## src/sv/srpg_pkg.sv

```systemverilog
`default_nettype none

package srpg_pkg;

   // Register reset values
   localparam logic [7:0] MIN_PERIOD_RESET  = 8'd10;
   localparam logic [7:0] RAMP_LENGTH_RESET = 8'd50;

   // Defaults for the top-level parameters
   localparam int TOGGLES_PER_STEP_DEF = 4;
   localparam int STEP_WIDTH_DEF       = 14;

   // Fixed field widths
   localparam int PERIOD_W     = 9;
   localparam int PULSES_W     = 16;
   localparam int TOGGLE_W     = 4;
   localparam int STEPS_LEFT_W = 14;
   localparam int STEP_CNT_W   = 15;
   localparam int PRODUCT_W    = 20;
   localparam int REQ_DATA_W   = 16;
   localparam int RSP_DATA_W   = 24;
   localparam int CSR_INDEX_W  = 1;
   localparam int CSR_DATA_W   = 8;

   // Configuration register indexes
   typedef enum logic [CSR_INDEX_W-1:0] {
      CSR_MIN_PERIOD  = 1'b0,
      CSR_RAMP_LENGTH = 1'b1
   } csr_index_type;

endpackage

`default_nettype wire

```

## src/sv/stepper_ramp_pulse_generator_unit.sv

```systemverilog
// Stepper ramp pulse generator with a trapezoidal speed profile.
//
// Input channel (req_): req_tuser selects the item kind, 0 = timer tick,
// 1 = move command; req_tdata[14:0] carries the signed step count of a move.
// Each item, tick or command, produces exactly one result item on rsp_ with
// the step pin level, direction, whole steps left and a busy flag, all taken
// after the item's update.
// Configuration (csr_): index 0 = min_period, index 1 = ramp_length, 8-bit
// data; csr_ready is always high. Write only while no items are in flight.
//
// The result is registered: rsp_tvalid rises in the cycle after acceptance.
// Throughput: one item per cycle while rsp_tready drains the result register;
// the whole update is one pass of compare/add logic from state to result regs.
// Stall: the result register holds while rsp_tready is low; a new item is
// still taken when the register is being emptied in the same cycle, so
// req_tready = !rsp_tvalid || rsp_tready.
// Reset (synchronous, active high): all motion state clears, min_period
// returns to 10 and ramp_length to 50, the result register empties.
`default_nettype none

module stepper_ramp_pulse_generator_unit #(
   parameter int TOGGLES_PER_STEP = srpg_pkg::TOGGLES_PER_STEP_DEF,
   parameter int STEP_WIDTH       = srpg_pkg::STEP_WIDTH_DEF
) (
   input  wire logic                               clock,
   input  wire logic                               reset,
   // request channel
   input  wire logic                               req_tvalid,
   output      logic                               req_tready,
   // [14:0] step_count (signed), [15] zero fill
   input  wire logic [srpg_pkg::REQ_DATA_W-1:0]    req_tdata,
   // [0] cmd
   input  wire logic                               req_tuser,
   // result channel
   output      logic                               rsp_tvalid,
   input  wire logic                               rsp_tready,
   // [0] step_pin, [1] dir_pin, [15:2] steps_left, [16] busy_res, [23:17] zero
   output      logic [srpg_pkg::RSP_DATA_W-1:0]    rsp_tdata,
   // configuration write channel
   input  wire logic                               csr_valid,
   output      logic                               csr_ready,
   input  wire logic [srpg_pkg::CSR_INDEX_W-1:0]   csr_index,
   input  wire logic [srpg_pkg::CSR_DATA_W-1:0]    csr_data
);

   import srpg_pkg::*;

   localparam int SW = STEP_WIDTH;
   localparam logic [SW:0] STEP_MAX = (SW+1)'((64'd1 << SW) - 64'd1);

   // Configuration registers
   logic [7:0] min_period_ff;
   logic [7:0] ramp_length_ff;

   // Motion state
   logic [PERIOD_W-1:0] tick_count_ff,      tick_count_in;
   logic [PULSES_W-1:0] pulses_left_ff,     pulses_left_in;
   logic [TOGGLE_W-1:0] toggle_count_ff,    toggle_count_in;
   logic [SW-1:0]       steps_remaining_ff, steps_remaining_in;
   logic [SW-1:0]       steps_total_ff,     steps_total_in;
   logic                step_level_ff,      step_level_in;
   logic                direction_ff,       direction_in;

   // Result register
   logic                  rsp_valid_ff, rsp_valid_in;
   logic [RSP_DATA_W-1:0] rsp_data_ff,  rsp_data_in;

   logic                  req_accept;

   // Command decode
   logic [STEP_CNT_W-1:0] raw_count;
   logic                  neg;
   logic [15:0]           mag_full;
   logic [SW-1:0]         mag_sat;
   logic [PRODUCT_W-1:0]  pulse_product;
   logic [PULSES_W-1:0]   pulses_sat;

   // Tick decode
   logic [SW-1:0]       ramp_ext;
   logic [SW-1:0]       steps_done;
   logic [7:0]          ramp_extra;
   logic [PERIOD_W-1:0] period;
   logic [PERIOD_W-1:0] tick_next;
   logic                toggle_event;
   logic [TOGGLE_W-1:0] toggle_step;

   assign csr_ready  = 1'b1;
   assign req_accept = req_tvalid && req_tready;
   assign req_tready = !rsp_valid_ff || rsp_tready;
   assign rsp_tvalid = rsp_valid_ff;
   assign rsp_tdata  = rsp_data_ff;

   // Move command: magnitude, saturation and pulse count
   always_comb begin
      raw_count = req_tdata[STEP_CNT_W-1:0];
      neg       = raw_count[STEP_CNT_W-1];
      mag_full  = neg ? (16'h8000 - {1'b0, raw_count}) : {1'b0, raw_count};
      if (PRODUCT_W'(mag_full) > PRODUCT_W'(STEP_MAX)) begin
         mag_sat = STEP_MAX[SW-1:0];
      end else begin
         mag_sat = SW'(mag_full);
      end
      pulse_product = PRODUCT_W'(mag_sat) * PRODUCT_W'(TOGGLES_PER_STEP);
      if (pulse_product > PRODUCT_W'(16'hFFFF)) begin
         pulses_sat = 16'hFFFF;
      end else begin
         pulses_sat = pulse_product[PULSES_W-1:0];
      end
   end

   // Tick period from the linear ramp, then the tick counter compare
   always_comb begin
      ramp_ext   = SW'(ramp_length_ff);
      steps_done = (steps_total_ff >= steps_remaining_ff) ?
                   (steps_total_ff - steps_remaining_ff) : '0;
      if (steps_remaining_ff <= ramp_ext) begin
         // decelerating near the end of the move
         ramp_extra = ramp_length_ff - steps_remaining_ff[7:0];
      end else if (steps_done < ramp_ext) begin
         // accelerating at the start of the move
         ramp_extra = ramp_length_ff - steps_done[7:0];
      end else begin
         ramp_extra = 8'd0;
      end
      period = {1'b0, min_period_ff} + {1'b0, ramp_extra};

      // saturate the counter at its top value
      tick_next    = (&tick_count_ff) ? tick_count_ff : tick_count_ff + 1'b1;
      toggle_event = (tick_next >= period);
   end

   // Next state for one accepted item
   always_comb begin
      tick_count_in      = tick_count_ff;
      pulses_left_in     = pulses_left_ff;
      toggle_count_in    = toggle_count_ff;
      steps_remaining_in = steps_remaining_ff;
      steps_total_in     = steps_total_ff;
      step_level_in      = step_level_ff;
      direction_in       = direction_ff;
      toggle_step        = toggle_count_ff;

      if (req_tuser) begin
         // load a new move; keep tick counter and pin level
         direction_in       = !neg && (raw_count != '0);
         pulses_left_in     = pulses_sat;
         steps_remaining_in = mag_sat;
         steps_total_in     = mag_sat;
         toggle_count_in    = '0;
      end else if (toggle_event) begin
         if (pulses_left_ff != '0) begin
            step_level_in  = !step_level_ff;
            pulses_left_in = pulses_left_ff - 1'b1;
            toggle_step    = toggle_count_ff + 1'b1;
         end
         // check the toggle count on every event, even an idle one
         if (toggle_step >= TOGGLE_W'(TOGGLES_PER_STEP)) begin
            toggle_count_in = '0;
            if (steps_remaining_ff != '0) begin
               steps_remaining_in = steps_remaining_ff - 1'b1;
            end
         end else begin
            toggle_count_in = toggle_step;
         end
         tick_count_in = '0;
      end else begin
         tick_count_in = tick_next;
      end
   end

   // Result register: fill on accept, drain on rsp handshake
   always_comb begin
      rsp_valid_in = rsp_valid_ff;
      if (req_accept) begin
         rsp_valid_in = 1'b1;
      end else if (rsp_tready) begin
         rsp_valid_in = 1'b0;
      end
      rsp_data_in = {7'd0,
                     pulses_left_in != '0,
                     STEPS_LEFT_W'(steps_remaining_in),
                     direction_in,
                     step_level_in};
   end

   always_ff @(posedge clock) begin
      if (reset) begin
         min_period_ff  <= MIN_PERIOD_RESET;
         ramp_length_ff <= RAMP_LENGTH_RESET;
      end else if (csr_valid && csr_ready) begin
         case (csr_index_type'(csr_index))
            CSR_MIN_PERIOD:  min_period_ff  <= csr_data;
            CSR_RAMP_LENGTH: ramp_length_ff <= csr_data;
            default: ;
         endcase
      end
   end

   always_ff @(posedge clock) begin
      if (reset) begin
         tick_count_ff      <= '0;
         pulses_left_ff     <= '0;
         toggle_count_ff    <= '0;
         steps_remaining_ff <= '0;
         steps_total_ff     <= '0;
         step_level_ff      <= 1'b0;
         direction_ff       <= 1'b0;
         rsp_valid_ff       <= 1'b0;
      end else begin
         rsp_valid_ff <= rsp_valid_in;
         if (req_accept) begin
            tick_count_ff      <= tick_count_in;
            pulses_left_ff     <= pulses_left_in;
            toggle_count_ff    <= toggle_count_in;
            steps_remaining_ff <= steps_remaining_in;
            steps_total_ff     <= steps_total_in;
            step_level_ff      <= step_level_in;
            direction_ff       <= direction_in;
         end
      end
   end

   always_ff @(posedge clock) begin
      if (req_accept) begin
         rsp_data_ff <= rsp_data_in;
      end
   end

   // An accepted item always shows up as a result in the next cycle
   a_accept_gives_result: assert property (@(posedge clock) disable iff (reset)
      req_accept |=> rsp_valid_ff)
      else $error("accepted item produced no result");

   // Remaining steps never exceed the move's total
   a_remaining_in_total: assert property (@(posedge clock) disable iff (reset)
      steps_remaining_ff <= steps_total_ff)
      else $error("steps remaining above steps total");

   // Toggle counter wraps before reaching a whole step
   a_toggle_below_step: assert property (@(posedge clock) disable iff (reset)
      toggle_count_ff < TOGGLE_W'(TOGGLES_PER_STEP))
      else $error("toggle count reached a whole step without wrapping");

   // Busy flag in the result matches the pulse counter it was taken from
   a_busy_matches: assert property (@(posedge clock) disable iff (reset)
      req_accept |=> (rsp_data_ff[16] == (pulses_left_ff != '0)))
      else $error("busy flag disagrees with pulse counter");

endmodule

`default_nettype wire

```

## config.mk

```make
export PLATFORM = sky130hd
export DESIGN_NAME = stepper_ramp_pulse_generator_unit
export DESIGN_NICKNAME = d
export VERILOG_FILES = /design/src/sv/srpg_pkg.sv /design/src/sv/stepper_ramp_pulse_generator_unit.sv
export SDC_FILE = /design/constraint.sdc
export NUM_CORES = 1
export LEC_CHECK = 0
export BUFFER_PORTS_ARGS = -buffer_cell sky130_fd_sc_hd__buf_4
export CORE_ASPECT_RATIO = 0.5
export CORE_MARGIN = 2
export CORE_UTILIZATION = 60
export CTS_BUF_LIST = sky130_fd_sc_hd__clkbuf_16
export DETAILED_ROUTE_END_ITERATION = 7
export GPL_TIMING_DRIVEN = 0
export PLACE_DENSITY = 0.8
export REMOVE_ABC_BUFFERS = 1
export SLEW_MARGIN = 5
export SYNTH_ARGS = -nofsm -noshare
export SYNTH_HDL_FRONTEND = slang
export SYNTH_SLANG_ARGS = --single-unit
```

## constraint.sdc

```tcl
create_clock -name clock -period 17.89 [get_ports clock]
set_clock_uncertainty 0.2 [all_clocks]
set_input_delay 3.578 -clock clock [delete_from_list [all_inputs] [get_ports clock]]
set_output_delay 3.578 -clock clock [all_outputs]
set_load 0.01 [all_outputs]
```

==> run_results.csv <==
group,metric,value,unit
layout,final_nets,1070,
synthesis,syn-instance-count,951,
cts,ctsResizeCount,0,
layout,syn2layout_area_growth,8.42,%
worst_setup_path,crit_top_cell,"a21oi_1",
routing,drt_iter0_drc,853,
routing,routedWlPerCell,17.8,µm
synthesis,ys.flop_type,"dfxtp_1",
place,place.gp.congestion,0.936,
grt,antenna_found_initial,0,
routing,ant_nets,0,
worst_setup_path,cp.arrival,9.76,ns
layout,seq_area,0.00203,mm²
floorplanning,coreArea,0.0120,mm²
routing,via_per_inst,6.36,
power_and_ir_drop,finalPower,729,µW
synthesis,yosys_warnings,0,
worst_setup_path,crit_slowest_cell,"a41oi_1",
synthesis,syn-cell-area,0.00749,mm²
worst_setup_path,worstSetupStartpointType,"register",
power_and_ir_drop,ir_worst_vdd,0.0000420,V
cts,cts.sink_count,93,
layout,fillCellCount,1005,
layout,drive_gt1_frac,0.102,
timing,fin_crit_sh,0.553,
worst_setup_path,critPathMaxFanout,13,
cts,cts_root_buffer,"clkbuf_16",
grt,grtUsageTotal,0.302,
floorplanning,dieWidth,162,µm
worst_setup_path,worstReg2RegStart,"steps_remaining_ff[0]$_SDFFE_PP0P_",
hold_path,hold_path_startpoint,"min_period_ff[6]$_SDFFE_PP0P_",
timing,setup_viol,0,
floorplanning,die_height,83.0,µm
grt,overflow,0,
timing,finalHoldViolCount,0,
synthesis,synth_seq_cells,93,
timing,tns,0,ns
layout,diodes,0,
floorplanning,num_rows,28,
cts,cts_hold_buffers,0,
synthesis,synth-edff-count,17,
timing,relSlewSlack,0.139,
floorplanning,io_pins,58,
power_and_ir_drop,total_leakage_power,3.37,nW
place,place_ws,8.29,ns
timing,fmax,101,MHz
routing,wl,20.2,mm
synthesis,async_flop_share,0,
hold_path,hold_class,"register to register",
synthesis,ys_seq_area_frac,0.271,
cts,clock_latency,0.35,ns
grt,grt_pass1_vias,6517,
worst_setup_path,critPathKind,"register to register",
worst_setup_path,cp-startpoint,"steps_remaining_ff[0]$_SDFFE_PP0P_",
cts,htreeDepth,3,
layout,utilization,0.678,
place,io_buffers,48,
floorplanning,start_util,0.625,
cts,cts_tree,"built",
power_and_ir_drop,p_per_area,89.7,mW/mm²
synthesis,synth_cell_types,87,
routing,vias,7236,
worst_setup_path,cp-end-kind,"register",
routing,dr.pass1.iters,7,
place,dpl.hpwl,15.0,mm
worst_setup_path,critPathMaxStageDelay,0.94,ns
timing,worst_pin_slew,1.27,ns
status,status,"finished, final reports clean",
cts,cts-buffers-inserted,9,
synthesis,syn_area_per_cell,7.88,µm²
timing,fin_crit,9.89,ns
grt,grt_max_degree,77,
routing,drc,0,
flow_run,cap_violations,0,
timing,setup_slack,8.00,ns
cts,cts.reportedPaths.clkPinSlew,0.07,ns
cts,post_cts_buffers,0,
timing,slew_violations,0,
cts,clock_path_buffers,2,
worst_setup_path,crit_required,17.77,ns
timing,rsz0062_at_grt,"no",
floorplanning,die-area,0.0135,mm²
grt,grt_pass1_wl,33.2,mm
timing,timing.hold.ws,0.265,ns
layout,multi_input_area,0.00498,mm²
[cell families (layout without fill, tap and decap cells)]
group | after synthesis | after routing | synth area share
fa+ha+maj | 71 | 71 | 0.123
simple gates | 354 | 354 | 0.238
compound gates | 260 | 260 | 0.224
buf+inv | 109 | 125 | 0.0678
mux | 15 | 15 | 0.0209
other cells | 2 | 8 | 0.00100
xor+xnor | 47 | 47 | 0.0549
flops | 93 | 93 | 0.271
[sequential cells by signal, summed over array words and instances, names as in the netlist]
signal / count
tick_count_ff: 9
step_level_ff: 1
pulses_left_ff: 16
rsp_tvalid: 1
steps_remaining_ff: 14
toggle_count_ff: 4
ramp_length_ff: 8
min_period_ff: 8
steps_total_ff: 14
direction_ff: 1
rsp_tdata: 17
[per-layer routing]
layer | vias to the layer above | part of all wire | global-route usage
li1 | 3452 | - | -
met1 | 3418 | 0.46 | 0.442
met2 | 337 | 0.44 | 0.462
met3 | 29 | 0.093 | 0.0564
met4 | 0 | 0.013 | 0.0684
met5 | - | 0 | 0
[where the power goes]
part | internal (mW) | total, mW | switching [mW]
combinational | 0.116 | 0.283 | 0.166
clock | 0.122 | 0.208 | 0.0865
sequential | 0.226 | 0.238 | 0.0119
total | 0.464 | 0.729 | 0.265
[cell usage in the layout, fill, tap and decap left out, types with 7 or more instances in the layout]
cell       netlist  layout
nor4_1           7       7
nand3_1         25      25
nor3_1          21      21
inv_1           59      58
and3_1           8       8
nor3b_1          7       7
xor2_1          14      14
nand4_1         19      19
o21a_1           8       8
clkbuf_16        0       9
nor2b_1         11      11
a21o_1          14      14
nand2_1        108     107
mux2i_1         10      10
o21ai_0         34      34
a22oi_1          8       8
nor2_1          85      85
ha_1            67      67
a211oi_1         8       7
xnor2_1         33      33
dfxtp_1         76      76
and2_1           8       8
a21oi_1        108     108
edfxtp_1        17      17
buf_4            8      48
a31oi_1         14      14
conb_1           2       8
nand3b_1         8       8
o21bai_1         8       8
[worst paths after layout]
check	depth (start not counted)	slack (ns)	to
worst min register to register	2	0.26	min_period_ff[6]$_SDFFE_PP0P_
worst min-delay path	2	0.26	min_period_ff[6]$_SDFFE_PP0P_
worst max-delay path	37	8.00	rsp_tdata[16]$_DFFE_PP_
worst max register to register	37	8.00	rsp_tdata[16]$_DFFE_PP_
[synthesized netlist by cell type, types with 10 or more instances]
master	instances	area [µm²]
ha_1	67	838
xnor2_1	33	289
nor3_1	21	105
edfxtp_1	17	510
nor2b_1	11	68.8
a21oi_1	108	541
clkbuf_1	29	109
dfxtp_1	76	1520
o21ai_0	34	170
mux2i_1	10	100
nand2_1	108	405
nand4_1	19	119
xor2_1	14	123
nand3_1	25	125
a21o_1	14	105
nor2_1	85	319
a31oi_1	14	87.6
inv_1	59	221
[worst max-delay path: cells and delay by family (launching register included)]
kind                       cells  cell delay, ns
xor gates and xnor gates       1            0.20
buffers and inverters          2            0.12
and+or+nand+nor                7            1.27
AOI/OAI and AO/OA             22            5.82
adders and majority gates      5            1.45
DFF                            1            0.54
[area by class of cell]
class / instances / area share
Clock buffer: 9 / 0.0277
Clock inverter: 7 / 0.0108
Inverter: 61 / 0.0282
Multi-Input combinational cell: 755 / 0.613
Sequential cell: 93 / 0.250
Tap cell: 165 / 0.0254
Timing Repair Buffer: 48 / 0.0444
[through the flow]
| stage | std cells | instance area, µm² |
|---|---|---|
| 2_1_floorplan | 909 | 7240 |
| 3_3_place_gp | 1122 | 7800 |
| 3_5_place_dp | 1122 | 7810 |
| 4_1_cts | 1138 | 8120 |
| 5_1_grt | 1138 | 8120 |
| 6_report | 1138 | 8120 |
No activity file was read; power rests on OpenSTA's default activity.
